[config.mk]
export PLATFORM = sky130hd
export DESIGN_NAME = rbcs_front
export DESIGN_NICKNAME = d
export VERILOG_FILES = /design/src/hdl/rbcs_pkg.sv /design/src/hdl/rbcs_front.sv
export SDC_FILE = /design/constraint.sdc
export NUM_CORES = 1
export LEC_CHECK = 0
export ABC_CLOCK_PERIOD_IN_PS = 8300
export BUFFER_PORTS_ARGS = -buffer_cell sky130_fd_sc_hd__buf_2
export CAP_MARGIN = 20
export CELL_PAD_IN_SITES_DETAIL_PLACEMENT = 2
export CELL_PAD_IN_SITES_GLOBAL_PLACEMENT = 2
export CORE_MARGIN = 3
export CORE_UTILIZATION = 34
export DETAILED_ROUTE_END_ITERATION = 6
export PLACE_DENSITY_LB_ADDON = 0.25
export SETUP_SLACK_MARGIN = 0.3
export SLEW_MARGIN = 20
export SYNTH_ARGS = -nofsm -noshare
export SYNTH_HDL_FRONTEND = slang
export SYNTH_SLANG_ARGS = --single-unit
[constraint.sdc]
create_clock -name vclk -period 8.3
set_clock_uncertainty 0.05 [all_clocks]
set_input_delay 1.66 -clock vclk [all_inputs]
set_output_delay 1.66 -clock vclk [all_outputs]
set_load 0.02 [all_outputs]
[src/hdl/rbcs_pkg.sv]
package rbcs_pkg;

  localparam int CoordW  = 8;
  localparam int SizeW   = 9;
  localparam int PixelW  = 24;
  localparam int CfgIdxW = 2;

  localparam logic [CfgIdxW-1:0] CFG_IMAGE_WIDTH  = 2'd0;
  localparam logic [CfgIdxW-1:0] CFG_IMAGE_HEIGHT = 2'd1;

  localparam logic [SizeW-1:0] IMAGE_WIDTH_RESET  = 9'd256;
  localparam logic [SizeW-1:0] IMAGE_HEIGHT_RESET = 9'd256;

  typedef enum logic [1:0] {
    CMD_WRITE = 2'd0,
    CMD_READ  = 2'd1,
    CMD_COPY  = 2'd2,
    CMD_SWAP  = 2'd3
  } cmd_e;

  typedef enum logic [2:0] {
    BK_IDLE,
    BK_READ_A,
    BK_READ_B,
    BK_WRITE_A,
    BK_WRITE_B,
    BK_FINISH
  } bk_state_e;

  // Classified command as it travels from the front part to the back part.
  typedef struct packed {
    cmd_e              cmd;
    logic              reject;
    logic              nop;
    logic [SizeW-1:0]  w;
    logic [SizeW-1:0]  h;
    logic [PixelW-1:0] pixel;
  } job_t;

endpackage

[src/hdl/rbcs_front.sv]
module rbcs_front import rbcs_pkg::*; #(
  parameter int WW = 10,
  parameter int HW = 10,
  parameter int AW = 16
) (
  input  logic [1:0]        command_i,
  input  logic [CoordW-1:0] dest_x_i,
  input  logic [CoordW-1:0] dest_y_i,
  input  logic [SizeW-1:0]  block_width_i,
  input  logic [SizeW-1:0]  block_height_i,
  input  logic [CoordW-1:0] src_x_i,
  input  logic [CoordW-1:0] src_y_i,
  input  logic [PixelW-1:0] write_pixel_i,
  input  logic [WW-1:0]     eff_w_i,
  input  logic [HW-1:0]     eff_h_i,
  output job_t              job_o,
  output logic [AW-1:0]     dest_addr_o,
  output logic [AW-1:0]     src_addr_o
);

  localparam int PW = CoordW + WW;

  cmd_e             cmd;
  logic             is_pixel;
  logic [SizeW-1:0] bw, bh;
  logic [WW-1:0]    dx_end, sx_end;
  logic [HW-1:0]    dy_end, sy_end;
  logic [PW-1:0]    dest_lin, src_lin;

  assign cmd      = cmd_e'(command_i);
  assign is_pixel = (cmd == CMD_WRITE) || (cmd == CMD_READ);

  // Pixel commands act as a 1x1 block at the destination.
  assign bw = is_pixel ? SizeW'(1) : block_width_i;
  assign bh = is_pixel ? SizeW'(1) : block_height_i;

  assign dx_end = WW'(dest_x_i) + WW'(bw);
  assign sx_end = WW'(src_x_i) + WW'(bw);
  assign dy_end = HW'(dest_y_i) + HW'(bh);
  assign sy_end = HW'(src_y_i) + HW'(bh);

  assign dest_lin = PW'(dest_y_i) * PW'(eff_w_i) + PW'(dest_x_i);
  assign src_lin  = PW'(src_y_i) * PW'(eff_w_i) + PW'(src_x_i);

  assign dest_addr_o = AW'(dest_lin);
  assign src_addr_o  = AW'(src_lin);

  always_comb begin
    job_o.cmd    = cmd;
    job_o.reject = (dx_end > eff_w_i) || (dy_end > eff_h_i) ||
                   (!is_pixel && ((sx_end > eff_w_i) || (sy_end > eff_h_i)));
    job_o.nop    = !is_pixel && ((block_width_i == '0) || (block_height_i == '0));
    job_o.w      = block_width_i;
    job_o.h      = block_height_i;
    job_o.pixel  = write_pixel_i;
  end

endmodule

==> Yosys cells after proc, flatten, opt, wreduce, memory -nomap -nowiden <==
Cells that the tools add are included.
W data, S select, Z words.
{ "word_totals": {"output_inout_bits": 78, "wordCells": 26, "reg_bits": 0, "inputBits": 96} }
{ "op_classes": {"multipliers": 2, "n_lt_le_gt_ge": 4, "addsub": 6, "eq_ne": 1, "muxes": 2, "n_reduce_logical": 11} }
{ "op_table": {"columns": ["operator", "n"], "rows": [
  ["$add A8 B9 Y10", 4],
  ["$gt A10 B10 Y1", 4],
  ["$add A16 B8 Y16", 2],
  ["$mul A8 B10 Y16", 2],
  ["$logic_not A9 Y1", 2],
  ["$mux W9", 2],
  ["$logic_or A1 B1 Y1", 5],
  ["$eq A2 B1 Y1 const B", 1],
  ["$logic_and A1 B1 Y1", 2],
  ["$logic_not A2 Y1", 1],
  ["$logic_not A1 Y1", 1]
]} }

==> Depth between registers and ports, before layout <==
{ "logic_depth": {"depth_word": 8, "mapped_depth": 18, "ltp_nobuf": 17} }

==> Least setup slack after synthesis <==
Ideal clock, no wire load.
{ "synth_timing": {"path_kind": "input to output", "start": "input port eff_w_i[7]", "end": "output port dest_addr_o[14]", "arrival_time_ns": 5.538, "required_time_ns": 6.590, "path_buffers": 1, "cell_stages": 16, "slack_ns": 1.052, "path_cell_list": "clkbuf_1 -> nand2_1 -> fa_1 -> inv_1 -> fa_1 -> fa_1 -> inv_1 -> fa_1 -> inv_1 -> ha_1 -> nand3_1 -> o211ai_2 -> o41ai_4 -> o21ai_1 -> a21oi_1 -> xnor2_1"} }
{ "synth_via": {"elab_chain_len": 2} }
{ "synth_lines": {"columns": ["element", "line", "rtl"], "rows": [
  ["start, declared", "rbcs_front.sv:14", "input logic [WW-1:0] eff_w_i,"],
  ["$mul A8 B10 Y16", "rbcs_front.sv:42", "assign dest_lin = PW'(dest_y_i) * PW'(eff_w_i) + PW'(dest_x_i);"],
  ["$add A16 B8 Y16", "rbcs_front.sv:42", null],
  ["end, declared", "rbcs_front.sv:17", "output logic [AW-1:0] dest_addr_o,"]
]} }
Every way passes these cells.

==> Final worst setup path <==
{ "layout_timing": {"start": "input port eff_w_i[5]", "end": "output port dest_addr_o[14]"} }
The elaborated chain is that of the path after synthesis.

==> impl_metrics.json <==
{
  "syn_area_sq_um": 8039,
  "num_rows": 55,
  "rsz0062_at_grt": "false",
  "endpoint_kind": "output pin",
  "syn-instance-count": 994,
  "postSynthNetCount": 1342,
  "path_max_fanout": 17,
  "path_common_cell": "fa_1",
  "power_uw": 2086,
  "slowest_delay_ns": 0.56,
  "min_path_type": "in -> out",
  "drv_slew": 0,
  "die_y_um": 159.8,
  "timing.fmax_mhz": 131.5,
  "grt_overflow": 0,
  "cap_violations": 0,
  "hold_viol_final": 0,
  "setup_viol": 0,
  "max-vdd-ir-drop_uv": 177.0,
  "setup_ws_ns": 0.6948,
  "synth.most_common_cell": "inv_1",
  "path_class": "in -> out",
  "grt_pass1_wl_um": 40210,
  "die-area_sq_um": 25520,
  "place.port_buffers": 124,
  "ys_types": 41,
  "routed_wl_um": 24230,
  "synth_area_leaders": "fa_1 28%, ha_1 21%, inv_1 9.9%, and2_1 9.0%, xnor2_1 4.8%",
  "cts_setup_buffers": 0,
  "cp-start-kind": "input port",
  "yosysTopAreaCell": "fa_1",
  "p_leak_uw": 0.004727,
  "hold_buffers": 0,
  "gp_congestion": 0.8125,
  "synth.yosys.seq_area_share": 0,
  "ant_nets": 0,
  "grt_pass1_vias": 7698,
  "cp_cell_sequence": "buf_2 -> nand2_1 -> fa_1 -> fa_1 -> inv_1 -> fa_1 -> inv_1 -> fa_1 -> inv_1 -> ha_1 -> nand3_1 -> o211ai_2 -> o41ai_4 -> o21ai_1 -> a21oi_1 -> xnor2_1 -> buf_2",
  "period_minus_slack_ns": 7.605,
  "crit_required_ns": 6.59,
  "cts_resized": 0,
  "num_io_pins": 174,
  "drt_iter0_markers": 207,
  "wire_per_inst_um": 17.70,
  "worst_pin_slew_ns": 0.5347,
  "period_share": 0.9163,
  "postSynthAreaPerCell_sq_um": 8.087,
  "die_x_um": 159.8,
  "num-clock-buffers": 0,
  "drc": 0,
  "regArea_sq_um": 0,
  "dp_cells": 1369,
  "grt_max_degree": 31,
  "drive_gt1_frac": 0.1297,
  "seq_cells": 0,
  "antenna_found_initial": 2,
  "place_area_sq_um": 8657,
  "initial_utilization": 0.3508,
  "fp.coreArea_sq_um": 22920,
  "critPathSlowestCell": "fa_1",
  "crit_arrival_ns": 5.90,
  "yosysWarnings": 0,
  "drtPass1Iterations": 4,
  "fill_cells": 2716,
  "nets": 1406,
  "post-place-ws_ns": 0.6328,
  "hold_path_depth": 0,
  "vias_per_cell": 4.871,
  "synth_top_cell_area_share": 0.2839,
  "powerDensity_nw_per_um2": 240.9,
  "diodes": 0,
  "area_delta_synth_final_pct": 7.689,
  "maxSlewHeadroom": 0.6435,
  "vias": 6669,
  "synth_common_cells": "212 x inv_1, 138 x ha_1, 116 x and2_1",
  "layout.cells.non_filler": 1369,
  "stdcell_area_sq_um": 8657,
  "dpl.hpwl_um": 21500,
  "setup_tns_ns": 0,
  "gr-usage-all-layers": 0.1920,
  "status": "completed"
}
-- per-stage QoR --
step                  util  hold slack [ns]
finish              0.3778            3.270
global route        0.3778            3.270
CTS                 0.3778            3.270
detailed placement  0.3778            3.270
global placement    0.3778            3.270
floorplan                -            3.383
-- cells by family after synthesis --
kind of cell	synth area share
AND/OR/NAND/NOR	0.1949
buffers and inverters	0.1489
adder cells (fa/ha/maj)	0.4987
AO/OA/AOI/OAI	0.09214
XOR/XNOR	0.06537
-- layout make-up --
class / count / area, sq um / area share
inverter: 212 / 795.8 / 0.09192
multi-input combinational: 719 / 6842 / 0.7903
timing repair buffer: 125 / 628.1 / 0.07255
tap: 313 / 391.6 / 0.04524
-- critical path, delay by kind of cell --
kind                     cells  cell delay, ns
XOR/XNOR                     1            0.13
buffers and inverters        5            0.64
AO/OA/AOI/OAI                4            0.74
AND/OR/NAND/NOR              2            0.27
adder cells (fa/ha/maj)      5            2.46
-- per-layer routing --
| layer | GRT usage | up-vias | wire length, um |
|---|---|---|---|
| li1 | - | 3197 | - |
| met1 | 0.2512 | 3329 | 10900 |
| met2 | 0.3579 | 119 | 12150 |
| met3 | 0.01193 | 20 | 838 |
| met4 | 0.02189 | 4 | 316 |
| met5 | 0 | - | 26 |
-- power breakdown --
part           total, uW  internal (uW)  switching (uW)  leakage, uW
logic               2090            826            1260      0.00473
clock network          0              0               0            0
registers              0              0               0            0
-- cells in the final DEF (no fill, tap or decap), drive strengths merged, types with 2 or more instances in the layout --
master	count
nor2	40
o211ai	3
fa	114
and4	2
o21bai	4
o21ai	22
nor3	19
nand4	9
a41oi	2
buf	125
nor2b	4
xnor2	44
a21oi	30
o41ai	8
inv	212
o2111ai	2
o21a	3
a21o	19
and3	2
nand4b	2
a32o	2
nand2	84
xor2	16
nand3	20
nand2b	3
ha	138
nor4	4
and2	116
-- final timing paths --
check	startpoint	to	slack [ns]
setup / recovery	eff_w_i[5]	dest_addr_o[14]	0.69
hold / removal	write_pixel_i[10]	job_o[10]	3.27
(Power assumes the default switching activity.)
