$ cat src/hdl/rbcs_fifo.sv
module rbcs_fifo #(
  parameter int Width = 64
) (
  input  logic             clk_i,
  input  logic             rst_ni,
  input  logic             push_valid_i,
  output logic             push_ready_o,
  input  logic [Width-1:0] push_data_i,
  output logic             pop_valid_o,
  input  logic             pop_ready_i,
  output logic [Width-1:0] pop_data_o
);

  logic [Width-1:0] slot_q [2];
  logic             wr_ptr_q, wr_ptr_d;
  logic             rd_ptr_q, rd_ptr_d;
  logic [1:0]       count_q, count_d;
  logic             push, pop;

  assign push_ready_o = (count_q != 2'd2);
  assign pop_valid_o  = (count_q != 2'd0);
  assign pop_data_o   = slot_q[rd_ptr_q];

  assign push = push_valid_i && push_ready_o;
  assign pop  = pop_valid_o && pop_ready_i;

  always_comb begin
    wr_ptr_d = push ? ~wr_ptr_q : wr_ptr_q;
    rd_ptr_d = pop ? ~rd_ptr_q : rd_ptr_q;
    count_d  = count_q + 2'(push) - 2'(pop);
  end

  always_ff @(posedge clk_i or negedge rst_ni) begin
    if (!rst_ni) begin
      wr_ptr_q <= 1'b0;
      rd_ptr_q <= 1'b0;
      count_q  <= 2'd0;
    end else begin
      wr_ptr_q <= wr_ptr_d;
      rd_ptr_q <= rd_ptr_d;
      count_q  <= count_d;
    end
  end

  always_ff @(posedge clk_i) begin
    if (push) begin
      slot_q[wr_ptr_q] <= push_data_i;
    end
  end

endmodule

$ cat config.mk
export PLATFORM = sky130hd
export DESIGN_NAME = rbcs_fifo
export DESIGN_NICKNAME = d
export VERILOG_FILES = /design/src/hdl/rbcs_fifo.sv
export SDC_FILE = /design/constraint.sdc
export NUM_CORES = 1
export LEC_CHECK = 0
export ABC_AREA = 1
export BUFFER_PORTS_ARGS = -buffer_cell sky130_fd_sc_hd__buf_2
export CORE_AREA = 5 5 106 108
export CTS_CLUSTER_DIAMETER = 120
export DETAILED_ROUTE_END_ITERATION = 12
export DIE_AREA = 0 0 111 113
export PLACE_DENSITY = 0.86
export SETUP_SLACK_MARGIN = 0.02
export SYNTH_ARGS = -nofsm -noshare
export SYNTH_HDL_FRONTEND = slang
export SYNTH_SLANG_ARGS = --single-unit
export TNS_END_PERCENT = 10
$ cat constraint.sdc
create_clock -name clk_i -period 4.8 [get_ports clk_i]
set_input_delay 0.24 -clock clk_i [delete_from_list [all_inputs] [get_ports clk_i]]
set_output_delay 0.24 -clock clk_i [all_outputs]
set_load 0.01 [all_outputs]
---- Yosys cells after proc, flatten, opt, wreduce, memory -nomap -nowiden ----
Memory sizes are Yosys's and may differ from the RTL's.
Cells that the tools add are included.
storage, ports and cells
  ROM bits ................................ 0
  bits in latches ......................... 0
  memory bits (writable) .................. 128
  output and inout port bits .............. 66
  register bits after elaboration ......... 4
  memories kept ........................... 1
  input bits .............................. 68
cells by class
  magnitude comparators ................... 0
  divide/modulo/power cells ............... 0
  eq/ne operators ......................... 1
  bitwise logic cells ..................... 2
  $mul .................................... 0
  add/subtract/negate cells ............... 2
  muxes and demuxes ....................... 2
  shift operators ......................... 0
  reductions and logical operators ........ 3
memories
  name    depth  bits a word  rd ports  clocked after Yosys merged registers in  write ports  RTL line  source
  slot_q  2      64           1         0                                        1            14        logic [Width-1:0] slot_q [2];
operators by type and width
  operator              count
  $add A2 B1 Y2         1
  $logic_and A1 B1 Y1   2
  $mux W1               2
  $ne A2 B2 Y1 const B  1
  $not A1 Y1            2
  $reduce_bool A2 Y1    1
  $sub A2 B1 Y2         1

---- Depth between registers and ports, before layout ----
Gate-level depths: netlist of run 1.
  word-level depth ........................ 4
  mapped depth ............................ 10

---- Least setup slack after synthesis of run 1 ----
No wires, ideal clock.
  kind .................................... flip-flop to flip-flop
  start ................................... register count_q[1]
  end ..................................... memory slot_q[1][0] (enable)
  period minus slack after synthesis ...... 3.789 ns
  data required time ...................... 4.314 ns
  arrival time ............................ 3.303 ns
  library setup time ...................... 0.486 ns
  path slack .............................. 1.011 ns
  path buffers ............................ 0
  stages on the path, launching flop included .. 4
  cell sequence ........................... dfrtp_1 nand2_1 nand2_1 nor2_1
between the ends
  cells in the longest elaborated chain, start to end .. 4
ends and longest elaborated chain
  what                           RTL line  source
  start, declared                17        logic [1:0] count_q, count_d;
  start signal, assigned         41        count_q <= count_d;
  $ne A2 B2 Y1                   20        assign push_ready_o = (count_q != 2'd2);
  named net push_ready_o         7         output logic push_ready_o,
  $logic_and A1 B1 Y1            24        assign push = push_valid_i && push_ready_o;
  $mux W1                        46        if (push) begin
  $mux W1 (not written as such)  47        slot_q[wr_ptr_q] <= push_data_i;
  end, declared                  14
The timed path passes the listed nets, and every way through them passes these cells.

---- Worst setup path in the final report of run 1 ----
  start ................................... register rd_ptr_q
  end ..................................... output pop_data_o[19]
between the ends
  cells in the longest elaborated chain, start to end .. 1
ends and longest elaborated chain
  what                    RTL line  source
  start, declared         16        logic rd_ptr_q, rd_ptr_d;
  start signal, assigned  40        rd_ptr_q <= rd_ptr_d;
  $mem_v2 Z2 W64          --
  end, declared           11        output logic [Width-1:0] pop_data_o
Every way passes these cells.

==> run_results.csv, run 1 <==
group,metric,value,unit
setup_path,cp_data_required_time,4.56,ns
setup_path,worstPathCellList,"inv_2 > nand2_1 > nand2_1 > buf_2",
run_status,status,"completed",
hold_path,hold_path_class,"input port to flip-flop",
setup_path,critPathKind,"flip-flop to output pin",
clock_network,clkSlewWorstSetupHoldPaths,0.06,ns
power,vdd_ir_drop_max,0.000348,V
placed_design,place_hpwl,6120,um
setup_path,worst_r2r_path_depth,5,
placed_design,portBuffers,133,
placed_design,dp_slack,2.51,ns
clock_network,tritoncts,"built",
placed_design,place_area,0.00566,sq mm
setup_path,critical-path-max-stage-delay,0.79,ns
clock_network,numClockSinks,132,
setup_path,crit_path_frequent_cell,"sky130_fd_sc_hd__nand2_1",
floorplan,die-width,111,um
sta,max-slew-margin-rel,0.263,
cells_and_area,drive_gt1_frac,0.289,
global_route,first_global_vias,3546,
setup_path,crit_path_start_kind,"flip-flop",
routing,route.antenna.remaining_nets,0,
power,power_density,590,mW/mm^2
setup_path,worst-endpoint-arrival,2.17,ns
sta,final_period_minus_worst_setup_slack,2.41,ns
clock_network,ctsRootBufferMaster,"sky130_fd_sc_hd__clkbuf_8",
setup_path,r2r-end,"slot_q[1][32]",
sta,worst_hold_check_slack,0.0668,ns
power,cellLeakagePower,2.98,nW
cells_and_area,final_nets,643,
clock_network,cts.hold.buffers_added,66,
cells_and_area,finish.cell_count_without_fillers,721,
cells_and_area,area.sequential,0.00395,sq mm
routing,num_vias,3407,
hold_path,worst_hold_path.endpoint,"wr_ptr_q",
sta,fin_ws,2.39,ns
routing,detail_route.vias_per_cell,4.73,
global_route,global_route.overflow_total,0,
sta,worst_slew_pin_slew,1.10,ns
routing,drt_iter0_drc,282,
sta,tns_setup,0,ns
setup_path,reg2reg_slack,2.49,ns
clock_network,cts.repair_timing.setup_buffer_count,0,
setup_path,cp_max_fo,65,
hold_path,whs_path_depth,3,
cells_and_area,multi_input_comb_area,821,sq um
clock_network,htreeDepth,4,
routing,routed_wire_length_per_instance,15.2,um
synthesis,synth_seq_cells,132,
synthesis,synthesis.area_per_instance,13.5,sq um
synthesis,synth-seq-area-share,0.800,
power,p_total,4.05,mW
floorplan,dieArea,0.0125,sq mm
floorplan,core_region_area,0.0101,sq mm
synthesis,syn_nets,436,
cells_and_area,syn2layout_area_growth,39.5,%
global_route,grt_first_pass_wirelength,17100,um
clock_network,cts_max_path_buffers,2,
sta,clock-skew-final,0.00411,ns
clock_network,insertion_delay,0.51,ns
sta,hold_viol,0,
hold_path,hold_path_startpoint,"push_valid_i",
floorplan,floorplan.die.height,113,um
global_route,globalRouteTotalUtil,0.176,
floorplan,start_util,0.486,
clock_network,post_cts_resized,0,
floorplan,design.portCount,134,
global_route,grt_antenna_before_repair,0,
setup_path,setup.worst_path.end_class,"output pin",
sta,setup_viol,0,
sta,timing_max_transition_violations_final,0,
cells_and_area,diodes,0,
setup_path,critPathSlowestCell,"sky130_fd_sc_hd__inv_2",
sta,timing.final.crit_share,0.503,
synthesis,yosys_warnings,0,
clock_network,cts_inserted_buffers,17,
cells_and_area,postLayoutCoreUtil,0.678,
cells_and_area,fillerInstances,675,
synthesis,postSynthCellCount,366,
global_route,grt_max_degree,66,
routing,detail_route.drc_violations,0,
placed_design,finalWeightedCongestion,0.724,
synthesis,synthesis.area,0.00493,sq mm
sta,maximum_clock_frequency,414,MHz
synthesis,post_synth_num_cell_types,11,
job,max_cap_violations,0,
cells_and_area,post-route-cell-area,0.00687,sq mm
floorplan,placementRows,37,
placed_design,dp.cells,624,
routing,detail_route.first_pass.iterations,5,
sta,grt_setup_unrepaired,"false",
routing,route.final.wire_length,10900,um
setup_path,reg2reg_from,"count_q[0]",
==> synth_stat cells <==
library cell	number	area [sq um]
sky130_fd_sc_hd__inv_2	1	3.75
sky130_fd_sc_hd__nand2_1	205	769
sky130_fd_sc_hd__nor2_1	1	3.75
sky130_fd_sc_hd__nand3_1	3	15.0
sky130_fd_sc_hd__edfxtp_1	128	3840
sky130_fd_sc_hd__buf_2	2	10.0
sky130_fd_sc_hd__inv_1	8	30.0
sky130_fd_sc_hd__buf_4	2	15.0
sky130_fd_sc_hd__dfrtp_1	4	100
sky130_fd_sc_hd__ha_1	2	25.0
sky130_fd_sc_hd__buf_6	10	113
==> critical path, delay by kind of cell, from the launching register on <==
| family | cells | cell delay, ns |
|---|---|---|
| simple gates | 2 | 0.32 |
| flops | 1 | 0.40 |
| buf+inv | 2 | 0.93 |
==> metal layers <==
metal / vias to the layer above / GRT usage / share of wire
li1: 1649 / - / -
met1: 1585 / 0.179 / 0.37
met2: 145 / 0.325 / 0.53
met3: 28 / 0.0556 / 0.062
met4: 0 / 0.0903 / 0.031
met5: - / 0 / 0
==> cells by family (layout without fill, tap and decap cells) <==
kind of cell,after synthesis,after routing,share of synthesized area
fa+ha+maj,2,2,0.00508
flops,132,132,0.800
simple gates,209,209,0.160
buf+inv,23,242,0.0348
==> area by class of cell <==
cell class / instances / share of cell area
Sequential cell: 132 / 0.574
Clock buffer: 17 / 0.0603
Multi-Input combinational cell: 211 / 0.119
Inverter: 9 / 0.00492
Timing Repair Buffer: 202 / 0.196
Tap cell: 136 / 0.0248
Clock inverter: 14 / 0.0204
==> power breakdown <==
group | leakage [nW] | total (mW) | internal [mW] | switching, mW
sequential | 1.24 | 1.64 | 1.58 | 0.0679
clock | 0.253 | 1.18 | 0.729 | 0.453
combinational | 1.49 | 1.23 | 0.407 | 0.821
==> state kept, by name, indices dropped and copies added (netlist names) <==
| signal | flops |
|---|---|
| count_q | 2 |
| rd_ptr_q | 1 |
| slot_q | 128 |
| wr_ptr_q | 1 |
==> worst max path at each step <==
| stage | startpoint | endpoint | slack, ns | cells past startpoint |
|---|---|---|---|---|
| after detailed placement | count_q[0] | slot_q[1][31] | 2.51 | 5 |
| after CTS | rd_ptr_q | pop_data_o[15] | 2.33 | 4 |
| after global routing | rd_ptr_q | pop_data_o[15] | 2.20 | 4 |
| after floorplan | count_q[1] | slot_q[1][0] | 1.01 | 3 |
| after global placement | count_q[1] | slot_q[1][30] | 2.63 | 4 |
| final | rd_ptr_q | pop_data_o[19] | 2.39 | 4 |
==> cell usage in the layout, fill, tap and decap left out, types with 3 or more instances in the layout <==
cell type and count:
sky130_fd_sc_hd__nand3_1 3, sky130_fd_sc_hd__edfxtp_1 128, sky130_fd_sc_hd__dfrtp_1 3, sky130_fd_sc_hd__clkbuf_16 16, sky130_fd_sc_hd__inv_1 7, sky130_fd_sc_hd__clkinvlp_4 6, sky130_fd_sc_hd__buf_4 3, sky130_fd_sc_hd__dlygate4sd3_1 66
sky130_fd_sc_hd__nand2_1 205, sky130_fd_sc_hd__buf_2 133
Note: power is estimated with default switching activity, not from simulation.
==> run 2, diff against run 1 <==
==> constraint.sdc (replaced) <==
create_clock -name clk_i -period 2.26 [get_ports clk_i]
set_input_delay 0.113 -clock clk_i [delete_from_list [all_inputs] [get_ports clk_i]]
set_output_delay 0.113 -clock clk_i [all_outputs]
set_load 0.01 [all_outputs]
==> run 2 against run 1 <==
  * Register-to-register slack got worse by 1.8 ns
  * Worst setup slack got worse by 2.1 ns
  * Via count down 0.29%
  * Clock power rose by 120%
  * Combinational power grew 120%
  * Clock skew grew 0.0052 ns
  * First-iteration DRC count fell by 30%
  * Final cell count grew 0.69%
  * Count of clock-buffer cells in the layout rose by 4
  * Highest routed layer unchanged
  * Global-route usage hardly changed
  * Critical path depth rose by 1
==> run_results.csv, run 2 (synthesis gave the netlist of run 1 again) <==
group,metric,value,unit
placed_design,dp.cells,626,
cells_and_area,largest_register,"slot_q",
hold_path,hold_path_startpoint,"push_data_i[55]",
cells_and_area,final_common_cell,"sky130_fd_sc_hd__nand2_1",
floorplan,core_region_area,0.0101,sq mm
setup_path,timing.critical_path.from,"rd_ptr_q",
clock_network,cts_max_path_buffers,2,
sta,maximum_clock_frequency,511,MHz
floorplan,design.portCount,134,
job,max_cap_violations,0,
routing,detail_route.vias_per_cell,4.68,
power,vdd_ir_drop_max,0.000761,V
cells_and_area,top_regs,"slot_q x128, count_q x2",
cells_and_area,finish.cell_count_without_fillers,726,
setup_path,worst-endpoint-arrival,1.85,ns
cells_and_area,syn2layout_area_growth,41.1,%
setup_path,cp_data_required_time,2.15,ns
clock_network,ctsRootBufferMaster,"sky130_fd_sc_hd__clkbuf_8",
hold_path,hold_path_class,"input port to flip-flop",
clock_network,cts.hold.buffers_added,68,
global_route,grt_first_pass_wirelength,17400,um
routing,detail_route.first_pass.iterations,4,
routing,route.final.wire_length,10800,um
setup_path,critPathSlowestCell,"sky130_fd_sc_hd__dfrtp_2",
global_route,global_route.overflow_total,0,
clock_network,insertion_delay,0.51,ns
setup_path,critPathKind,"flip-flop to output pin",
power,cellLeakagePower,3.04,nW
cells_and_area,most-common-layout-cells,"sky130_fd_sc_hd__nand2_1 (205), sky130_fd_sc_hd__buf_2 (133), sky130_fd_sc_hd__edfxtp_1 (128), sky130_fd_sc_hd__dlygate4sd3_1 (68), sky130_fd_sc_hd__clkbuf_16 (16)",
sta,final_period_minus_worst_setup_slack,1.96,ns
global_route,globalRouteTotalUtil,0.177,
placed_design,portBuffers,133,
clock_network,tritoncts,"built",
cells_and_area,flip_flop_count_of_the_largest_register_all_copies_and_words_added,128,
cells_and_area,diodes,0,
global_route,grt_antenna_before_repair,0,
routing,num_vias,3397,
power,power_density,1260,mW/mm^2
cells_and_area,fillerInstances,689,
floorplan,die-width,111,um
sta,setup_viol,0,
clock_network,htreeDepth,4,
cells_and_area,area.sequential,0.00395,sq mm
setup_path,reg2reg_from,"count_q[0]",
cells_and_area,multi_input_comb_area,821,sq um
floorplan,dieArea,0.0125,sq mm
sta,clock-skew-final,0.00934,ns
placed_design,finalWeightedCongestion,0.752,
setup_path,critical-path-max-stage-delay,0.40,ns
clock_network,cts_inserted_buffers,17,
clock_network,post_cts_resized,0,
setup_path,cp_max_fo,46,
floorplan,placementRows,37,
routing,route.antenna.remaining_nets,0,
sta,hold_viol,0,
setup_path,reg2reg_slack,0.73,ns
floorplan,floorplan.die.height,113,um
power,p_total,8.76,mW
routing,detail_route.drc_violations,0,
routing,routed_wire_length_per_instance,14.9,um
global_route,grt_max_degree,66,
sta,grt_setup_unrepaired,"false",
placed_design,place_hpwl,6210,um
floorplan,start_util,0.486,
run_status,status,"completed",
setup_path,setup.worst_path.end_class,"output pin",
sta,timing_max_transition_violations_final,0,
routing,drt_iter0_drc,198,
cells_and_area,final_nets,647,
cells_and_area,drive_gt1_frac,0.290,
setup_path,crit_path_start_kind,"flip-flop",
sta,max-slew-margin-rel,0.543,
global_route,first_global_vias,3677,
sta,timing.final.crit_share,0.867,
clock_network,cts.repair_timing.setup_buffer_count,0,
sta,worst_slew_pin_slew,0.686,ns
setup_path,worstPathCellList,"inv_2 > buf_12 > nand2_1 > nand2_1 > buf_2",
clock_network,clkSlewWorstSetupHoldPaths,0.05,ns
setup_path,crit_path_frequent_cell,"sky130_fd_sc_hd__nand2_1",
clock_network,numClockSinks,132,
[run 2: routing by layer]
metal	up-vias	GRT usage	wire length, um
li1	1649	-	-
met1	1601	0.192	4280
met2	127	0.324	5830
met3	20	0.0535	524
met4	0	0.0714	208
met5	-	0	0
[run 2: report_power, final]
group,switching (mW),total (mW),internal [mW]
clock,0.927,2.62,1.69
combinational,1.74,2.65,0.916
sequential,0.137,3.48,3.34
total,2.80,8.76,5.95
[run 2: layout make-up]
type	instances	share of cell area
sequential	132	0.567
inverter	9	0.00486
timing repair buffer	206	0.203
clock inverter	11	0.0194
tap	136	0.0245
multi-input combinational	211	0.118
clock buffer	21	0.0632
[run 2: path summary, 6_finish.rpt]
path | to | depth (start not counted)
min in group asynchronous | count_q[0] | 3
max in group asynchronous | rd_ptr_q | 3
hold reg to reg | wr_ptr_q | 2
setup reg to reg | count_q[1] | 8
hold / removal | slot_q[0][55] | 2
setup / recovery | pop_data_o[58] | 5
[run 2: stage by stage]
stage | setup WS [ns] | instance area [sq um] | util | setup TNS, ns | hold WS (ns)
2_1_floorplan | -0.0361 | 4940 | - | -2.31 | -0.183
3_3_place_gp | 0.845 | 5700 | 0.562 | 0 | -0.0744
3_5_place_dp | 0.764 | 5700 | 0.562 | 0 | -0.0721
4_1_cts | 0.248 | 6950 | 0.686 | 0 | 0.305
5_1_grt | 0.189 | 6950 | 0.686 | 0 | 0.318
6_report | 0.301 | 6950 | 0.686 | 0 | 0.329
[run 2: worst max-delay path, delay by kind of cell, from the launching register on]
kind	cells	cell delay (ns)
buf+inv	3	0.75
flops	1	0.40
simple gates	2	0.17
==> run 3, diff against run 2 <==
--- a/config.mk
+++ b/config.mk
@@ -7,11 +7,12 @@
 export LEC_CHECK = 0
 export ABC_AREA = 1
 export BUFFER_PORTS_ARGS = -buffer_cell sky130_fd_sc_hd__buf_2
-export CORE_AREA = 5 5 106 108
+export CORE_AREA = 5 5 104 106
 export CTS_CLUSTER_DIAMETER = 120
 export DETAILED_ROUTE_END_ITERATION = 12
-export DIE_AREA = 0 0 111 113
-export PLACE_DENSITY = 0.86
+export DIE_AREA = 0 0 109 111
+export MAX_ROUTING_LAYER = met4
+export PLACE_DENSITY = 0.89
 export SETUP_SLACK_MARGIN = 0.02
 export SYNTH_ARGS = -nofsm -noshare
 export SYNTH_HDL_FRONTEND = slang
==> run 3 against run 2 <==
  * Combinational power hardly changed
  * Sequential power about the same
  * Via count up 1.6%
  * Die area fell by 3.5%
  * First-iteration DRC count rose by 2.0%
  * Critical path type unchanged
  * Critical endpoint is now pop_data_o[21]
  * Largest power group unchanged
==> run_results.csv, run 3 (synthesis gave the netlist of run 1 again) <==
group,metric,value,unit
placed_design,place_area,0.00569,sq mm
sta,setup_viol,0,
cells_and_area,finish.cell_count_without_fillers,724,
clock_network,insertion_delay,0.52,ns
hold_path,hold_path_class,"input port to flip-flop",
clock_network,numClockSinks,132,
sta,maximum_clock_frequency,484,MHz
global_route,grt_antenna_before_repair,0,
clock_network,tritoncts,"built",
clock_network,cts_inserted_buffers,17,
floorplan,design.portCount,134,
cells_and_area,flip_flop_count_of_the_largest_register_all_copies_and_words_added,128,
cells_and_area,final_common_cell,"sky130_fd_sc_hd__nand2_1",
routing,route.antenna.remaining_nets,0,
setup_path,crit_path_start_kind,"flip-flop",
cells_and_area,top_regs,"slot_q x128, count_q x2",
job,max_cap_violations,0,
global_route,grt_max_degree,66,
sta,max-slew-margin-rel,0.540,
cells_and_area,diodes,0,
setup_path,worstPathCellList,"inv_2 > buf_12 > nand2_1 > nand2_1 > buf_2",
sta,timing.final.crit_share,0.914,
routing,detail_route.first_pass.iterations,4,
clock_network,clkSlewWorstSetupHoldPaths,0.06,ns
power,vdd_ir_drop_max,0.000726,V
cells_and_area,drive_gt1_frac,0.293,
placed_design,finalWeightedCongestion,0.727,
routing,routed_wire_length_per_instance,16.2,um
power,power_density,1270,mW/mm^2
routing,detail_route.vias_per_cell,4.77,
sta,timing_max_transition_violations_final,0,
routing,drt_iter0_drc,202,
cells_and_area,postLayoutCoreUtil,0.718,
setup_path,critical-path-max-stage-delay,0.41,ns
placed_design,place_hpwl,6360,um
floorplan,floorplan.die.height,111,um
clock_network,htreeDepth,4,
setup_path,cp_max_fo,38,
cells_and_area,most-common-layout-cells,"sky130_fd_sc_hd__nand2_1 (205), sky130_fd_sc_hd__buf_2 (133), sky130_fd_sc_hd__edfxtp_1 (128), sky130_fd_sc_hd__dlygate4sd3_1 (68), sky130_fd_sc_hd__clkbuf_16 (16)",
routing,detail_route.drc_violations,0,
global_route,grt_first_pass_wirelength,18400,um
sta,worst_slew_pin_slew,0.690,ns
sta,final_period_minus_worst_setup_slack,2.07,ns
sta,clock-skew-final,0.00734,ns
sta,fin_ws,0.194,ns
setup_path,critPathKind,"flip-flop to output pin",
floorplan,die-width,109,um
floorplan,placementRows,36,
placed_design,dp.cells,624,
clock_network,ctsRootBufferMaster,"sky130_fd_sc_hd__clkbuf_8",
power,cellLeakagePower,3.04,nW
floorplan,dieArea,0.0121,sq mm
global_route,globalRouteTotalUtil,0.208,
sta,tns_setup,0,ns
cells_and_area,syn2layout_area_growth,41.0,%
placed_design,dp_slack,0.740,ns
routing,num_vias,3451,
cells_and_area,final_nets,648,
sta,hold_viol,0,
global_route,first_global_vias,3852,
setup_path,cp_data_required_time,2.15,ns
floorplan,core_region_area,0.00968,sq mm
run_status,status,"completed",
cells_and_area,largest_register,"slot_q",
routing,route.final.wire_length,11700,um
floorplan,start_util,0.509,
clock_network,cts_max_path_buffers,2,
global_route,global_route.overflow_total,0,
setup_path,critPathSlowestCell,"sky130_fd_sc_hd__dfrtp_2",
setup_path,worst-endpoint-arrival,1.95,ns
setup_path,setup.worst_path.end_class,"output pin",
cells_and_area,post-route-cell-area,0.00695,sq mm
placed_design,portBuffers,133,
setup_path,crit_path_frequent_cell,"sky130_fd_sc_hd__nand2_1",
sta,grt_setup_unrepaired,"false",
[run 3: cell count changes in the layout (fill, tap and decap cells not counted)]
cell | before | now
sky130_fd_sc_hd__clkinv_4 | 0 | 2
sky130_fd_sc_hd__clkbuf_1 | 3 | 2
sky130_fd_sc_hd__clkbuf_8 | 2 | 1
sky130_fd_sc_hd__buf_12 | 2 | 1
sky130_fd_sc_hd__inv_6 | 0 | 1
sky130_fd_sc_hd__clkinv_2 | 6 | 4
sky130_fd_sc_hd__buf_4 | 3 | 5
sky130_fd_sc_hd__clkinvlp_4 | 2 | 3
[run 3: stage by stage]
step                      power, mW  hold slack (ns)
final                          8.83            0.324
after global routing           9.32            0.317
after CTS                      8.84            0.299
after detailed placement       6.09          -0.0719
after global placement         5.99          -0.0746
after floorplan                5.16           -0.183
[run 3: per-layer routing]
metal  vias up  track usage  wire [um]  part of all wire
met5         -            -          0                 0
li1       1653            -          -                 -
met3        22       0.0507        650             0.055
met4         0       0.0901        226             0.019
met2       142        0.371       6470              0.55
met1      1634        0.213       4390              0.37
[run 3: power breakdown]
| part | switching [mW] | leakage, nW | total, mW | internal, mW |
|---|---|---|---|---|
| registers | 0.147 | 1.24 | 3.49 | 3.34 |
| clock network | 0.997 | 0.278 | 2.67 | 1.68 |
| logic | 1.75 | 1.52 | 2.66 | 0.908 |
[run 3: final cells by class]
cell class | instances | area, sq um
clock buffers | 19 | 422
clock inverters | 13 | 159
fillers | 636 | 2730
inverters | 9 | 33.8
multi-input cells | 211 | 821
flip-flops and latches | 132 | 3950
well taps | 133 | 166
repair buffers | 207 | 1400
[run 3: path summary, 6_finish.rpt]
path	start	cells after the start	endpoint	slack (ns)
worst min-delay path	push_data_i[54]	2	slot_q[0][54]	0.32
worst min register to register	count_q[0]	1	count_q[0]	0.52
worst max-delay path	rd_ptr_q	5	pop_data_o[21]	0.19
max in group asynchronous	rst_ni	3	rd_ptr_q	1.52
worst max register to register	count_q[1]	4	slot_q[1][3]	0.73
min in group asynchronous	rst_ni	3	rd_ptr_q	0.54
[run 3: timing repair]
item                       in CTS  in global routing
gates resized for setup         0                  0
hold buffers                   68                  0
setup endpoints to repair       0                  0
buffers inserted                0                  0
hold endpoints to repair      134                  0
[run 3: critical path: cells and delay by family, from the launching register on]
| family | cells | cell delay (ns) |
|---|---|---|
| DFF | 1 | 0.41 |
| buffers and inverters | 3 | 0.79 |
| and+or+nand+nor | 2 | 0.21 |
